## src/hw/rtl/tef_ram.sv

```systemverilog
// generic single-port-write ram with registered read
module tef_ram #(
  parameter  int unsigned WIDTH = 8,
  parameter  int unsigned DEPTH = 16,
  localparam int unsigned AW    = (DEPTH > 1) ? $clog2(DEPTH) : 1
) (
  input  logic             clk,
  input  logic             we,
  input  logic [AW-1:0]    waddr,
  input  logic [WIDTH-1:0] wdata,
  input  logic             re,
  input  logic [AW-1:0]    raddr,
  output logic [WIDTH-1:0] rdata
);

  logic [WIDTH-1:0] mem_r [DEPTH];
  logic [WIDTH-1:0] rdata_r;

  always_ff @(posedge clk) begin
    if (we) begin
      mem_r[waddr] <= wdata;
    end
    if (re) begin
      rdata_r <= mem_r[raddr];
    end
  end

  assign rdata = rdata_r;

endmodule

```

## config.mk

```make
export PLATFORM = sky130hd
export DESIGN_NAME = tef_ram
export DESIGN_NICKNAME = d
export VERILOG_FILES = /design/src/hw/rtl/tef_ram.sv
export SDC_FILE = /design/constraint.sdc
export NUM_CORES = 1
export LEC_CHECK = 0
export BUFFER_PORTS_ARGS = -buffer_cell sky130_fd_sc_hd__buf_2
export CORE_MARGIN = 8
export CORE_UTILIZATION = 60
export DETAILED_ROUTE_END_ITERATION = 10
export HOLD_SLACK_MARGIN = 0.05
export PLACE_DENSITY = 0.88
export SYNTH_ARGS = -nofsm -noshare
export SYNTH_HDL_FRONTEND = slang
export SYNTH_SLANG_ARGS = --single-unit
```

## constraint.sdc

```tcl
create_clock -name clk -period 3.4 [get_ports clk]
set_clock_uncertainty 0.15 [all_clocks]
set_input_delay 0.34 -clock clk [delete_from_list [all_inputs] [get_ports clk]]
set_output_delay 0.34 -clock clk [all_outputs]
set_load 0.05 [all_outputs]
```

==> metrics.yaml <==
synthesis:
  syn_area_um2: 5230
  avgSynthCellArea_um2: 22.8
  synth_sequential_area_ratio_pct: 78.1
  post-synth-top-area-fraction_pct: 78.1
  edff_count_synth: 136
  most_used_dff_post_synth: "edfxtp_1"
  most_frequent_cell_after_synthesis: "edfxtp_1"
  netlist-cell-type-count: 18
  synth-warning-count: 0
  synth_seq_cells: 136
  post_synth_main_area_contributors: "edfxtp_1, mux4_2, mux4_1"
  yosysTopAreaCell: "edfxtp_1"
  synth_top_cells_by_count: "edfxtp_1, mux4_2, a22oi_1"
  synthArstFlopShare_pct: 0
  synthCells: 229
  synth.net_count: 248
power_and_ir_drop:
  peak_supply_drop_mv: 0.454
  leakagePower_nw: 2.00
  power_per_cell_area_nw_per_um2: 604
global_routing:
  grt_pass1_vias: 2584
  groute.usage.overall_pct: 17.6
  global_route_wire_length_before_repair_um: 14800
  grt_start_max_net_pins: 33
  overflow: 0
  initial_antenna_violation_count: 0
finish:
  layout.filler_cells: 527
  finalNetCount: 293
  number_of_inserted_diodes: 0
  drive_gt1_share_pct: 27.3
  finish.utilization_pct: 69.7
  area_growth_pct: 14.6
detailed_routing:
  drt-total-wl_um: 9650
  post_drt_via_cell_ratio: 6.23
  detail_route.wl_per_cell_um: 24.5
  detail_route.drc_violations: 0
  dr.pass1.iters: 4
  via_count: 2455
  antenna_violating_nets_post_route: 0
  detail_route.iter0.violations: 147
placed_design:
  dp_hpwl_um: 6020
  io_buffers: 26
  gpl.final_weighted_congestion: 0.734
sta:
  timing_worst_slew_pin_value_ns: 0.927
  finalCriticalPeriod_ns: 1.80
  fin_setup_tns_ns: 0
  final_period_util_pct: 52.8
  max-slew-margin-rel_pct: 38.0
  setup_violation_total_in_the_final_timing_report: 0
  final_number_of_hold_violating_endpoints: 0
  drv_slew: 0
  timing.fmax_mhz: 557
  grt_setup_unrepaired: "false"
clock_network:
  cts_repair_resize_count: 0
  tritoncts: "built"
  cts_max_path_buffers: 2
  post-cts-setup-buffer-count: 0
  worst_skew_pair.late_latency_ns: 0.51
  cts_max_level: 4
  cts_hold_buffers: 5
  clock-root-buffer: "clkbuf_8"
  clock_input_transition_at_the_sequential_cells_of_the_worst_setup_and_hold_paths_ns: 0.06
  numClockSinks: 136
  cts_made_buffers: 17
critical_path:
  worst_setup_path_end_kind: "flip-flop"
  crit-reg2reg-capture: "rdata[0]$_DFFE_PP_"
  r2r_setup_slack_ns: 1.77
  critical_path.reg2reg.startpoint: "mem_r[1][0]$_DFFE_PP_"
  critical_path.startpoint_type: "primary input"
  critical_path.cell_chain: "buf_2, buf_4, mux4_1, a22oi_1, nand2_1"
  maximum_fanout_encountered_on_the_critical_timing_path: 32
  slowest_delay_ns: 0.63
  path_class: "primary input to flip-flop"
  cp_arrival_ns: 1.90
  critical_path.slowest_cell: "mux4_1"
  crit_required_ns: 3.51
  reg2regPathDepth: 3
floorplanning:
  row_count: 34
  die_area_um2: 12000
  placeableCoreArea_um2: 8590
  chipWidth_um: 109
  floorplan.initialDensity_pct: 60.8
  fp.dieH_um: 109
  top_level_ports: 27
job:
  cap_violations: 0
hold_path:
  hold_path.class: "primary input to flip-flop"
  hp-start: "wdata[6]"
  hold_path_depth: 1
  hold-path-endpoint: "mem_r[6][6]$_DFFE_PP_"
run_status:
  outcome: "complete, no violations"
## how the worst max path moves through the flow
| stage | start | endpoint | slack, ns |
|---|---|---|---|
| 2_1_floorplan | waddr[2] | mem_r[0][0]$_DFFE_PP_ | 1.42 |
| 3_3_place_gp | raddr[0] | rdata[5]$_DFFE_PP_ | 1.10 |
| 3_5_place_dp | raddr[0] | rdata[5]$_DFFE_PP_ | 1.08 |
| 4_1_cts | raddr[0] | rdata[5]$_DFFE_PP_ | 1.61 |
| 5_1_grt | raddr[0] | rdata[5]$_DFFE_PP_ | 1.52 |
| 6_report | raddr[0] | rdata[5]$_DFFE_PP_ | 1.60 |
## state kept, by name, indices dropped and copies added, names as in the netlist
signal and count:
rdata 8, mem_r 128
## critical path: cells and delay by family
kind                   cells  cell delay, ns
buffers and inverters      2            0.55
multiplexers               1            0.63
AND/OR/NAND/NOR            1            0.08
AO/OA/AOI/OAI              1            0.27
## layout make-up
cell class / instances / area, um^2 / area share [%]
Multi-Input combinational cell: 83 / 1060 / 17.6
Clock inverter: 14 / 85.1 / 1.42
Timing Repair Buffer: 36 / 218 / 3.63
Clock buffer: 17 / 414 / 6.91
Tap cell: 108 / 135 / 2.25
Sequential cell: 136 / 4080 / 68.1
## report_power, final
group	switching, mW	total, mW	internal, mW
sequential	0.00968	1.90	1.89
clock	0.649	1.53	0.878
combinational	0.124	0.195	0.0705
## placed cells by master, fill, tap and decap left out
| master | count |
|---|---|
| dlygate4sd3_1 | 5 |
| inv_6 | 2 |
| nor3_1 | 4 |
| clkinv_2 | 5 |
| buf_4 | 5 |
| nor2b_1 | 1 |
| and2_1 | 1 |
| nand2_1 | 9 |
| mux4_1 | 14 |
| clkbuf_8 | 1 |
| buf_2 | 26 |
| clkinv_1 | 3 |
| nor2_1 | 13 |
| and2b_1 | 1 |
| edfxtp_1 | 136 |
| clkinv_4 | 1 |
| nand2b_1 | 2 |
| mux4_2 | 18 |
| or3b_2 | 1 |
| clkinvlp_4 | 3 |
| nand3b_1 | 2 |
| clkbuf_16 | 16 |
| a22oi_1 | 16 |
| nand3_1 | 1 |
## cells by family (layout without fill, tap and decap cells)
logic type      count (synthesis)  after routing  share of synthesized area (%)
flops                         136            136                           78.1
simple gates                   35             35                           3.14
buf+inv                        10             67                           1.65
mux                            32             32                           14.8
compound gates                 16             16                           2.30
## metal layers
layer	vias to the layer above	share of wire, %	track usage, %
met5	-	0	0
met4	0	1.7	6.94
met3	14	7.2	5.80
met2	105	52	28.7
met1	1261	39	21.4
li1	1075	-	-
## stage by stage
stage	hold slack, ns	worst slack (ns)	cells	cell area (um^2)	total power, mW
2_1_floorplan	0.289	1.42	229	5230	2.06
3_3_place_gp	0.560	1.10	358	5440	2.11
3_5_place_dp	0.568	1.08	358	5440	2.12
4_1_cts	0.0507	1.61	394	5990	3.65
5_1_grt	0.0618	1.52	394	5990	3.73
6_report	0.0760	1.60	394	5990	3.62
Power figures use the tool's default switching activity.
