--- config.mk ---
export PLATFORM = sky130hd
export DESIGN_NAME = tef_clear
export DESIGN_NICKNAME = d
export VERILOG_FILES = /design/src/hw/rtl/tef_pkg.sv /design/src/hw/rtl/tef_clear.sv
export SDC_FILE = /design/constraint.sdc
export NUM_CORES = 1
export LEC_CHECK = 0
export ABC_AREA = 1
export BUFFER_PORTS_ARGS = -buffer_cell sky130_fd_sc_hd__buf_2
export CORE_AREA = 2 2 39 41
export CTS_CLUSTER_DIAMETER = 50
export DETAILED_ROUTE_END_ITERATION = 10
export DIE_AREA = 0 0 41 43
export GPL_TIMING_DRIVEN = 0
export PLACE_DENSITY = 0.8
export SLEW_MARGIN = 20
export SYNTH_ARGS = -nofsm -noshare
export SYNTH_HDL_FRONTEND = slang
export SYNTH_SLANG_ARGS = --single-unit
export TNS_END_PERCENT = 100
--- constraint.sdc ---
create_clock -name clk -period 1.45 [get_ports clk]
set_input_delay 0.29 -clock clk [delete_from_list [all_inputs] [get_ports clk]]
set_output_delay 0.29 -clock clk [all_outputs]
set_load 0.01 [all_outputs]
--- src/hw/rtl/tef_pkg.sv ---
// shared types and constants for the terminal escape filter
package tef_pkg;

  localparam int unsigned CHANNELS = 1024;
  localparam int unsigned CH_AW    = (CHANNELS > 1) ? $clog2(CHANNELS) : 1;

  // parser states, one-hot, as held in the state memory
  typedef enum logic [5:0] {
    ST_IDLE  = 6'b000001,
    ST_ESC   = 6'b000010,
    ST_OSC   = 6'b000100,
    ST_CSI   = 6'b001000,
    ST_STR   = 6'b010000,
    ST_INTER = 6'b100000
  } pstate_t;

  typedef struct packed {
    pstate_t st;
    logic    saw_esc;
  } entry_t;

  localparam int unsigned ENTRY_W = $bits(entry_t);

  localparam entry_t ENTRY_IDLE = '{st: ST_IDLE, saw_esc: 1'b0};

  // item function codes
  localparam logic FN_FILTER = 1'b0;
  localparam logic FN_RESET  = 1'b1;

  // state clearing sweep status
  typedef struct packed {
    logic             active;
    logic             we;
    logic [CH_AW-1:0] addr;
  } clr_t;

  // byte codes
  localparam logic [7:0] C_BEL   = 8'h07;
  localparam logic [7:0] C_TAB   = 8'h09;
  localparam logic [7:0] C_LF    = 8'h0a;
  localparam logic [7:0] C_CR    = 8'h0d;
  localparam logic [7:0] C_ESC   = 8'h1b;
  localparam logic [7:0] C_SP    = 8'h20;
  localparam logic [7:0] C_SLASH = 8'h2f;
  localparam logic [7:0] C_ZERO  = 8'h30;
  localparam logic [7:0] C_AT    = 8'h40;
  localparam logic [7:0] C_DCS   = 8'h50;
  localparam logic [7:0] C_SOS   = 8'h58;
  localparam logic [7:0] C_LBR   = 8'h5b;
  localparam logic [7:0] C_BSL   = 8'h5c;
  localparam logic [7:0] C_RBR   = 8'h5d;
  localparam logic [7:0] C_PM    = 8'h5e;
  localparam logic [7:0] C_APC   = 8'h5f;
  localparam logic [7:0] C_TILDE = 8'h7e;
  localparam logic [7:0] C_DEL   = 8'h7f;

endpackage

--- src/hw/rtl/tef_clear.sv ---
// sweep that writes every state entry back to idle after reset
module tef_clear (
  input  logic          clk,
  input  logic          rst_n,
  output tef_pkg::clr_t clr
);

  logic                      active_r;
  logic                      active_nxt;
  logic [tef_pkg::CH_AW-1:0] addr_r;
  logic [tef_pkg::CH_AW-1:0] addr_nxt;

  always_comb begin
    active_nxt = active_r;
    addr_nxt   = addr_r;
    if (active_r) begin
      if (addr_r == tef_pkg::CH_AW'(tef_pkg::CHANNELS - 1)) begin
        active_nxt = 1'b0;
      end else begin
        addr_nxt = addr_r + 1'b1;
      end
    end
  end

  always_ff @(posedge clk) begin
    if (!rst_n) begin
      active_r <= 1'b1;
      addr_r   <= '0;
    end else begin
      active_r <= active_nxt;
      addr_r   <= addr_nxt;
    end
  end

  assign clr.active = active_r;
  assign clr.we     = active_r;
  assign clr.addr   = addr_r;

endmodule

==> impl_results.md <==
- Top cell by count, worst path: nand2_2
- DR WL/cell: 9.19 um
- RSZ-0062 raised after global routing: false
- Vias in the first global route: 523
- Fillers: around 140
- Synthesis-to-finish area growth: 17.0%
- Core area: around 0.0014 sq mm
- Slowest cell on the critical path: dfxtp_1
- Met3 GRT Util: 0.0314
- Worst Max-Slew Pin Slew: between 0.2 and 0.3 ns
- R2R depth: 7
- First-pass GRT wire length: 1.95 mm
- GR Layer Usage met1: 0.214
- Synth Net Count: 100
- R2R Path Start: addr_r[1]$_SDFFE_PN0P_
- # hold bufs at CTS: 0
- Unique cell type count in the Yosys netlist: 19
- Grt peak-use layer: met2
- Vias per cell: 4.73
- Worst setup path class: flip-flop to flip-flop
- WP data arrival: between 1 and 1.5 ns
- RePlAce Congestion: between 0.7 and 0.8
- Critical R2R Capture: addr_r[4]$_SDFFE_PN0P_
- Die width: 41 um
- Buffers on Ports: 12
- Routed Wire Length: 1.19 mm
- Synth top area share: 0.343
- P per Cell Area: 767 mW/mm^2
- GR Util met2: 0.231
- Most frequent cells in the layout: nand2_1 (20), nor2_1 (16), inv_1 (12), buf_2 (12), dfxtp_1 (9)
- Pre-CTS setup slack: 0.107 ns
- Final Critical Period: 1.32 ns
- Max IR drop VDD: 0.000433 V
- Slew margin rel.: 0.824
- Share of post-route cells with drive strength above 1: 0.301
- Final worst-path cycle share: 0.908
- Syn. warnings: 0
- CTS clk-pin slew, worst paths: approximately 0.070 ns
- Initial DRT Pass Iterations: 3
- Req. time, crit path: about 1.6 ns
- Gr usage total: 0.165
- Final Non-Filler Cells: 129
- Critical path capture point type: flip-flop
- Max cap viols: 0
- Top post-synthesis cells by area: dfxtp_1 (34%), nand2_1 (12%), nor2_1 (9.4%)
- Largest net degree at the start of global routing: 11
- DRC viols: 0
- Total power: slightly below 0.6 mW
- Avg Cell Area, Syn: 6.62 sq um
- Setup WS post-layout: ~0.13 ns
- Htree depth: 1
- Area of the multi-input gates: 332 sq um
- Clk_skew: 0.00283 ns
- Final hold vios: 0
- Die area: 0.00176 sq mm
- Remaining global-route overflow: 0
- Diodes inserted: 0
- I/O pins: 14
- CTS max path bufs: 2
- DP Wirelength: 905 um
- Synth Instances: 97
- Placed insts: ~130
- Worst path cell trace: ha_1 > nand2_2 > nor2_4 > nand2_2 > buf_6 > a21oi_1 > nor2_1
- Hold Crit Class: input pin to flip-flop
- DR vias: 610
- Leading cell type in the layout, fill and taps excluded: nand2_1
- CTS root buf: clkbuf_4
- TritonCTS Buffers: 3
- Startpoint types: flip-flop
- Synth Register Bits: 11
- Post-synth top area cell: dfxtp_1
- Row count: 14
- Crit path to: addr_r[4]$_SDFFE_PN0P_
- CTS tree: built
- Netlist Area Pre-Place: 642 sq um
- Crit path depth: 7
- Sequential cell area: about 220 sq um
- Initial DRC count: 5
- Leak Pwr: 0.374 nW
- Largest stage delay, worst path: 0.37 ns
- Reg2Reg Setup Slack: 0.13 ns
- Worst-path maximum fanout: 10
- Final Max Tran Viols: 0
- Final setup viols: 0
- Bufs and invs on worst path: 1
- Register area share after synthesis: 0.343
- Top delay family on crit path: simple AND/OR/NAND/NOR gates
- Fmax: 759 MHz
- # nets final: 117
- Clk Latency, worst-skew pair: 0.28 ns
- Status: finished, final reports clean
- Setup TNS: 0 ns
- Start point of the critical path: addr_r[1]$_SDFFE_PN0P_
- Initial Util: 0.464
- Initial antenna violation count: 0
- Die height: 43 um
- CTS Sinks: 11
- Post-route ant nets: 0
Yosys cell counts:
cell type and number:
nor2_1 16, buf_4 3, nand2_1 20, nor2_4 2, nor3b_1 1, o21ai_0 3, nand3b_1 1, a21oi_1 6
dfxtp_1 11, nand3_2 1, nand4_1 1, inv_2 2, nand2_2 4, ha_1 1, nand3_1 7, nor2_2 4
buf_6 1, clkinv_1 1, inv_1 12
cell families (layout without fill, tap and decap cells):
family / Yosys count / count (layout) / synth area share
buf+inv: 19 / 35 / 0.140
compound gates: 9 / 9 / 0.0702
flops: 11 / 11 / 0.343
simple gates: 57 / 57 / 0.427
fa+ha+maj: 1 / 1 / 0.0195
flip-flops by register name (all words and copies together), names as in the netlist:
| signal | count |
|---|---|
| addr_r | 10 |
| active_r | 1 |
worst register-to-register path, stage by stage, from the launching register on:
cell,delay [ns]
dfxtp_1,0.37
ha_1,0.20
nand2_2,0.10
nor2_4,0.14
nand2_2,0.07
buf_6,0.14
a21oi_1,0.14
nor2_1,0.07
final cells by class:
cell class / instances / share of cell area
tap: 16 / 0.0267
timing repair buffer: 12 / 0.0800
clock buffer: 4 / 0.0350
inverter: 15 / 0.0750
multi-input combinational: 67 / 0.442
buffer: 4 / 0.0450
sequential: 11 / 0.297
per-layer routing:
layer / wire [um] / vias up / share of wire
met2: 558 / 9 / 0.47
met5: 0 / - / 0
met4: 43 / 0 / 0.036
met1: 552 / 266 / 0.47
met3: 31 / 5 / 0.026
li1: - / 330 / -
what timing repair did:
action | CTS | global route
buffers inserted | 0 | 0
setup endpoints to repair | 0 | 3
resized for setup | 0 | 2
through the flow:
| step | util | hold slack, ns | area, sq um |
|---|---|---|---|
| 6_report | 0.542 | 0.253 | 751 |
| 5_1_grt | 0.542 | 0.261 | 751 |
| 4_1_cts | 0.541 | 0.252 | 748 |
| 3_5_place_dp | 0.522 | 0.509 | 722 |
| 3_3_place_gp | 0.522 | 0.509 | 722 |
| 2_1_floorplan | - | 0.513 | 642 |
power by group:
group	switching (mW)	internal, mW	total, mW
Combinational	0.0229	0.0182	0.0411
Sequential	0.00713	0.309	0.316
Clock	0.112	0.107	0.219
Total	0.142	0.434	0.576
worst min path at each step:
stage | startpoint | end | slack, ns | depth (start not counted)
5_1_grt | rst_n | active_r$_SDFF_PN1_ | 0.26 | 2
6_report | rst_n | active_r$_SDFF_PN1_ | 0.25 | 2
4_1_cts | rst_n | active_r$_SDFF_PN1_ | 0.25 | 2
3_3_place_gp | addr_r[1]$_SDFFE_PN0P_ | addr_r[1]$_SDFFE_PN0P_ | 0.51 | 2
2_1_floorplan | rst_n | active_r$_SDFF_PN1_ | 0.51 | 2
3_5_place_dp | addr_r[1]$_SDFFE_PN0P_ | addr_r[1]$_SDFFE_PN0P_ | 0.51 | 2
(Power assumes the default switching activity.)
