`src/hw/rtl/tef_pkg.sv`:
```
// shared types and constants for the terminal escape filter
package tef_pkg;

  localparam int unsigned CHANNELS = 1024;
  localparam int unsigned CH_AW    = (CHANNELS > 1) ? $clog2(CHANNELS) : 1;

  // parser states, one-hot, as held in the state memory
  typedef enum logic [5:0] {
    ST_IDLE  = 6'b000001,
    ST_ESC   = 6'b000010,
    ST_OSC   = 6'b000100,
    ST_CSI   = 6'b001000,
    ST_STR   = 6'b010000,
    ST_INTER = 6'b100000
  } pstate_t;

  typedef struct packed {
    pstate_t st;
    logic    saw_esc;
  } entry_t;

  localparam int unsigned ENTRY_W = $bits(entry_t);

  localparam entry_t ENTRY_IDLE = '{st: ST_IDLE, saw_esc: 1'b0};

  // item function codes
  localparam logic FN_FILTER = 1'b0;
  localparam logic FN_RESET  = 1'b1;

  // state clearing sweep status
  typedef struct packed {
    logic             active;
    logic             we;
    logic [CH_AW-1:0] addr;
  } clr_t;

  // byte codes
  localparam logic [7:0] C_BEL   = 8'h07;
  localparam logic [7:0] C_TAB   = 8'h09;
  localparam logic [7:0] C_LF    = 8'h0a;
  localparam logic [7:0] C_CR    = 8'h0d;
  localparam logic [7:0] C_ESC   = 8'h1b;
  localparam logic [7:0] C_SP    = 8'h20;
  localparam logic [7:0] C_SLASH = 8'h2f;
  localparam logic [7:0] C_ZERO  = 8'h30;
  localparam logic [7:0] C_AT    = 8'h40;
  localparam logic [7:0] C_DCS   = 8'h50;
  localparam logic [7:0] C_SOS   = 8'h58;
  localparam logic [7:0] C_LBR   = 8'h5b;
  localparam logic [7:0] C_BSL   = 8'h5c;
  localparam logic [7:0] C_RBR   = 8'h5d;
  localparam logic [7:0] C_PM    = 8'h5e;
  localparam logic [7:0] C_APC   = 8'h5f;
  localparam logic [7:0] C_TILDE = 8'h7e;
  localparam logic [7:0] C_DEL   = 8'h7f;

endpackage

```
`src/hw/rtl/tef_step.sv`:
```
// per-byte escape parser: next channel state and keep decision
module tef_step (
  input  tef_pkg::entry_t cur,
  input  logic [7:0]      data_byte,
  output tef_pkg::entry_t nxt,
  output logic            keep
);

  logic is_esc;
  logic lo_ok;

  assign is_esc = (data_byte == tef_pkg::C_ESC);

  always_comb begin
    nxt   = cur;
    keep  = 1'b0;
    lo_ok = 1'b0;
    unique case (cur.st)
      tef_pkg::ST_OSC, tef_pkg::ST_STR: begin
        if (cur.st == tef_pkg::ST_OSC && data_byte == tef_pkg::C_BEL) begin
          nxt = tef_pkg::ENTRY_IDLE;
        end else if (cur.saw_esc && data_byte == tef_pkg::C_BSL) begin
          nxt = tef_pkg::ENTRY_IDLE;
        end else begin
          nxt.saw_esc = is_esc;
        end
      end
      tef_pkg::ST_ESC: begin
        if (data_byte == tef_pkg::C_LBR) begin
          nxt.st = tef_pkg::ST_CSI;
        end else if (data_byte == tef_pkg::C_RBR) begin
          nxt.st      = tef_pkg::ST_OSC;
          nxt.saw_esc = 1'b0;
        end else if (data_byte == tef_pkg::C_DCS || data_byte == tef_pkg::C_SOS ||
                     data_byte == tef_pkg::C_PM  || data_byte == tef_pkg::C_APC) begin
          nxt.st      = tef_pkg::ST_STR;
          nxt.saw_esc = 1'b0;
        end else if (data_byte >= tef_pkg::C_SP && data_byte <= tef_pkg::C_SLASH) begin
          nxt.st = tef_pkg::ST_INTER;
        end else begin
          nxt.st = tef_pkg::ST_IDLE;
        end
      end
      tef_pkg::ST_CSI, tef_pkg::ST_INTER: begin
        // final byte range starts lower for intermediate sequences
        lo_ok = (cur.st == tef_pkg::ST_CSI) ? (data_byte >= tef_pkg::C_AT)
                                            : (data_byte >= tef_pkg::C_ZERO);
        if (is_esc) begin
          nxt.st = tef_pkg::ST_ESC;
        end else if (lo_ok && data_byte <= tef_pkg::C_TILDE) begin
          nxt.st = tef_pkg::ST_IDLE;
        end
      end
      default: begin
        nxt.st = tef_pkg::ST_IDLE;
        if (is_esc) begin
          nxt.st = tef_pkg::ST_ESC;
        end else if (data_byte == tef_pkg::C_DEL ||
                     (data_byte < tef_pkg::C_SP && data_byte != tef_pkg::C_LF &&
                      data_byte != tef_pkg::C_TAB && data_byte != tef_pkg::C_CR)) begin
          keep = 1'b0;
        end else begin
          keep = 1'b1;
        end
      end
    endcase
  end

endmodule

```
`config.mk`:
```
export PLATFORM = sky130hd
export DESIGN_NAME = tef_step
export DESIGN_NICKNAME = d
export VERILOG_FILES = /design/src/hw/rtl/tef_pkg.sv /design/src/hw/rtl/tef_step.sv
export SDC_FILE = /design/constraint.sdc
export NUM_CORES = 1
export LEC_CHECK = 0
export BUFFER_PORTS_ARGS = -buffer_cell sky130_fd_sc_hd__buf_4
export CORE_UTILIZATION = 32
export DETAILED_ROUTE_END_ITERATION = 8
export GPL_TIMING_DRIVEN = 0
export PLACE_DENSITY = 0.64
export SYNTH_ARGS = -nofsm -noshare
export SYNTH_HDL_FRONTEND = slang
export SYNTH_SLANG_ARGS = --single-unit
```
`constraint.sdc`:
```
create_clock -name vclk -period 1.4
set_input_delay 0.14 -clock vclk [all_inputs]
set_output_delay 0.14 -clock vclk [all_outputs]
set_load 0.05 [all_outputs]
```
==> impl_metrics.py, run 1 <==
metrics = {
    "run_status": {
        "outcome": "finished with violations",
        "violations": "negative setup slack",
    },
    "critical_path": {
        "startpoint_type": "input pin",
        "required_ps": 1260,
        "cp-end-kind": "primary output",
        "critical_path_arrival_ps": 1550,
        "critPathMaxFanout": 3,
        "path_class": "in -> out",
    },
    "finish": {
        "diodes": 0,
        "area_growth_pct": 88.7,
        "regArea_um2": 0,
        "drive_gt1_share_pct": 50.0,
        "stdcell_area_um2": 900,
        "seq_cell_count": 0,
        "nets": 109,
        "clock_buffer_count": 0,
    },
    "sta": {
        "fin_ws_ps": -289,
        "max_freq_ghz": 0.592,
        "setup_violations": 8,
        "finalWorstPathRequiredPeriod_ps": 1690,
        "slew_violations": 0,
        "finalCritPeriodShare_pct": 121,
        "tightest_slew_ps": 485,
        "timing.final.hold_violations": 0,
        "hold_slack_ps": 649,
        "tns_ps": -1530,
        "slew_headroom_pct": 67.4,
        "rsz0062_at_grt": "true",
    },
    "power": {
        "power_density_nw_per_um2": 231,
        "ir_drop_mv": 0.130,
        "total_power_mw": 0.208,
        "leakagePower_nw": 0.338,
    },
    "global_routing": {
        "antenna_found_initial": 0,
        "overflow": 0,
        "grt_start_max_net_pins": 11,
        "grt_pass1_vias": 530,
        "grt_pass1_wl_um": 2240,
        "grtUsageTotal_pct": 19.6,
    },
    "route": {
        "vias": 640,
        "wire_per_inst_um": 14.6,
        "first_pass_iters": 4,
        "first_iter_violations": 28,
        "drc": 0,
        "drt_wl_total_um": 1560,
        "via_per_inst": 5.98,
        "postRouteAntennaNets": 0,
    },
    "floorplanning": {
        "core_um2": 1350,
        "die_y_um": 40.6,
        "die_area_um2": 1650,
        "initial_core_util_pct": 35.3,
        "pin_count": 23,
        "fp.dieW_um": 40.6,
        "rows": 13,
    },
    "job": {
        "max_cap_viol_count": 0,
    },
    "cts": {
        "cts.hold.buffers_added": 0,
    },
    "synth": {
        "ys_warn_count": 0,
        "synth_top_area_share_pct": 6.30,
        "synth_cell_type_count": 33,
        "synth_nets": 84,
        "synthTopCellsByCount": "6 x nor2_1, 6 x o21ai_0, 5 x nand2_1, 4 x nand4_1, 4 x nor3_1",
        "synth_area_per_cell_um2": 6.91,
        "yosys-top-cells-area": "o211a_1 6.3%, o21ai_0 6.3%, nand4_1 5.2%",
        "syn_area_um2": 477,
        "synth_top_cell_by_area": "o211a_1",
        "syn_inst": 69,
        "ys_seq_area_share_pct": 0,
    },
    "place": {
        "port_buffers": 20,
        "dp_hpwl_um": 1160,
        "placed_area_um2": 758,
        "routabilityCongestion": 0.788,
    },
    "min_path": {
        "holdPathStages": 3,
        "hold_path_class": "in -> out",
    },
}
==> metal layers <==
metal  GRT usage [%]  wire, um  vias up
met4               0        10        0
li1                -         -      325
met3               0        46        2
met5               0         0        -
met1            25.4       682      295
met2            37.7       818       18
==> where the power goes <==
| part | internal [mW] | switching [mW] |
|---|---|---|
| registers | 0 | 0 |
| logic | 0.0939 | 0.114 |
| clock network | 0 | 0 |
==> cell usage in the layout (no fill, tap or decap), drive strengths merged, types with 3 or more instances in the layout <==
cell type	count
nor3	4
nor2b	3
nand2	5
o211a	3
nor3b	3
nor4	3
nor2	6
o21ai	6
nand4	4
nand3	3
buf	26
==> critical path, cell delays in order <==
cell	delay [ps]
buf_8	90
or4_4	590
nor4_4	410
o2bb2ai_4	160
buf_8	150
==> cell families (layout without fill, tap and decap cells) <==
| logic type | Yosys count | after routing | share of synthesized area (%) |
|---|---|---|---|
| AO/OA/AOI/OAI | 18 | 18 | 26.8 |
| XOR/XNOR | 2 | 2 | 3.68 |
| buffers and inverters | 4 | 27 | 3.94 |
| multiplexers | 1 | 1 | 2.10 |
| AND/OR/NAND/NOR | 44 | 44 | 63.5 |
==> what timing repair did <==
| action | in CTS | in global routing |
|---|---|---|
| gates resized for setup | 18 | 12 |
| buffers inserted | 3 | 0 |
| pin swaps | 8 | 3 |
| setup endpoints to repair | 8 | 8 |
==> metrics by stage <==
step | cells | setup slack (ps) | utilization, %
floorplan | 69 | -240 | -
global placement | 104 | -570 | 56.2
detailed placement | 104 | -550 | 56.2
CTS | 107 | -306 | 63.4
global route | 107 | -320 | 66.6
finish | 107 | -289 | 66.6
==> area by class of cell <==
cell class                      count  area [um2]
Timing Repair Buffer               23         236
Inverter                            1        3.75
Buffer                              3        25.0
Tap cell                           15        18.8
Fill cell                         118         450
Multi-Input combinational cell     65         616
==> worst paths after layout <==
| kind | endpoint | slack, ps | from |
|---|---|---|---|
| worst max-delay path | nxt[3] | -290 | cur[6] |
| worst min-delay path | nxt[3] | 650 | cur[3] |
Power figures use the tool's default switching activity.
==> run 2: changes to the inputs <==
Settings changed: ABC_AREA set to 1, PLACE_DENSITY 0.64 to 0.62.
==> impl_metrics.py, run 2 <==
metrics = {
    "finish": {
        "multi_input_area_um2": 475,
        "layout_commonest_cell": "nand2_1",
        "nFillCells": 177,
        "area_growth_pct": 39.5,
        "drive_gt1_share_pct": 35.9,
        "seq_cell_count": 0,
        "diodes": 0,
        "clock_buffer_count": 0,
        "final_cell_mix": "24 x nand2_1, 22 x buf_4, 17 x inv_1, 14 x nor2_1, 11 x nand3_1",
        "regArea_um2": 0,
        "nets": 145,
    },
    "job": {
        "max_cap_viol_count": 0,
    },
    "route": {
        "drt_wl_total_um": 1460,
        "postRouteAntennaNets": 0,
        "first_pass_iters": 4,
        "vias": 722,
        "via_per_inst": 5.01,
        "drc": 0,
        "first_iter_violations": 11,
        "wire_per_inst_um": 10.1,
    },
    "floorplanning": {
        "rows": 14,
        "initial_core_util_pct": 34.9,
        "die_y_um": 43.0,
        "pin_count": 23,
        "fp.dieW_um": 43.0,
        "core_um2": 1540,
        "die_area_um2": 1850,
    },
    "synth": {
        "synthSimpleGateAreaFrac_pct": 76.3,
        "syn_area_um2": 538,
        "syn_inst": 105,
        "synth_cell_type_count": 19,
        "ys_seq_area_share_pct": 0,
        "yosys-top-cells-area": "nand2_1 17%, inv_1 12%, nand3_1 10%",
        "synth_area_per_cell_um2": 5.12,
        "synth_compound_area_share_pct": 9.07,
        "synth_adder_area_share_pct": 0,
        "synth_top_cell_by_area": "nand2_1",
        "synth_nets": 120,
        "synth-xor-area-share_pct": 0,
        "yosysMostFrequentCell": "nand2_1",
        "synth_top_family_by_area": "simple AND/OR/NAND/NOR gates",
        "synthTopCellsByCount": "25 x nand2_1, 17 x inv_1, 14 x nor2_1, 11 x nand3_1, 6 x nand4_1",
        "muxShareOfSynthArea_pct": 0,
        "synth_top_area_share_pct": 17.4,
        "ys_warn_count": 0,
    },
    "critical_path": {
        "cp.depth": 7,
        "critical_path_arrival_ps": 1130,
        "critPathSlowestCell": "buf_4",
        "path_cells": "buf_4, nor2_4, nand3_2, nand2_4, nand4_1, nand3_1, buf_4",
        "critPathTopFamily": "simple AND/OR/NAND/NOR gates",
        "critPathBufInv": 2,
        "path_class": "in -> out",
        "required_ps": 1260,
        "startpoint_type": "input pin",
        "critPathMaxFanout": 6,
        "crit_path_frequent_cell": "buf_4",
        "max_stage_delay_ps": 200,
        "cp-end-kind": "primary output",
    },
    "sta": {
        "max_freq_ghz": 0.789,
        "finalCritPeriodShare_pct": 90.5,
        "setup_violations": 0,
        "rsz0062_at_grt": "false",
        "hold_slack_ps": 678,
        "slew_headroom_pct": 85.0,
        "slew_violations": 0,
        "tns_ps": 0,
        "finalWorstPathRequiredPeriod_ps": 1270,
        "timing.final.hold_violations": 0,
        "tightest_slew_ps": 224,
    },
    "power": {
        "leakagePower_nw": 0.387,
        "power_density_nw_per_um2": 239,
        "ir_drop_mv": 0.0890,
    },
    "cts": {
        "cts_setup_buffers": 0,
        "cts.hold.buffers_added": 0,
    },
    "global_routing": {
        "gr-usage-met1_pct": 27.3,
        "gr-usage-met3_pct": 0.426,
        "grtUsageTotal_pct": 17.1,
        "grt_start_max_net_pins": 7,
        "grt_pass1_wl_um": 2610,
        "grt_busiest_layer": "met1",
        "gr-usage-met2_pct": 27.0,
        "grt_pass1_vias": 623,
        "antenna_found_initial": 0,
        "overflow": 0,
    },
    "min_path": {
        "holdPathStages": 4,
        "hold_path_class": "in -> out",
    },
    "place": {
        "dp_hpwl_um": 1280,
        "port_buffers": 23,
        "routabilityCongestion": 0.851,
    },
    "run_status": {
        "outcome": "finished clean",
    },
}
[run 2: final timing paths]
path	startpoint	end	slack [ps]
hold / removal	cur[0]	nxt[0]	680
setup / recovery	cur[1]	nxt[0]	130
[run 2: power breakdown]
group          internal (mW)  total (mW)  switching (mW)  leakage [nW]
Clock                      0           0               0             0
Combinational         0.0680       0.179           0.111         0.387
Sequential                 0           0               0             0
[run 2: area by class of cell]
type	count	area share (%)
Inverter	21	10.5
Timing Repair Buffer	23	23.5
Multi-Input combinational cell	84	63.3
Tap cell	16	2.67
[run 2: layer usage]
layer  share of wire, %  routed length, um
met1                 49                719
met2                 46                677
met3                4.1                 59
met4                  0                  0
met5                  0                  0
[run 2: through the flow]
stage / utilization (%) / std cells / cell area (um2) / setup slack, ps / total power, mW
floorplan: - / 105 / 547 / 52.5 / 0.0984
global placement: 48.0 / 144 / 739 / 109 / 0.174
detailed placement: 48.0 / 144 / 739 / 99.2 / 0.175
CTS: 48.0 / 144 / 739 / 99.3 / 0.176
global route: 48.7 / 144 / 751 / 6.87 / 0.198
finish: 48.7 / 144 / 751 / 132 / 0.179
[run 2: kinds of logic after synthesis]
logic type	Yosys count
AND/OR/NAND/NOR	75
buffers and inverters	21
AO/OA/AOI/OAI	9
[run 2: worst min-delay path, delay by kind of cell]
family | cells | cell delay, ps
buffers and inverters | 2 | 280
and+or+nand+nor | 2 | 120
[run 2: what timing repair did]
item | 4_1_cts | 5_1_grt
gates resized for setup | 0 | 3
hold endpoints to repair | 0 | 0
setup endpoints to repair | 0 | 2
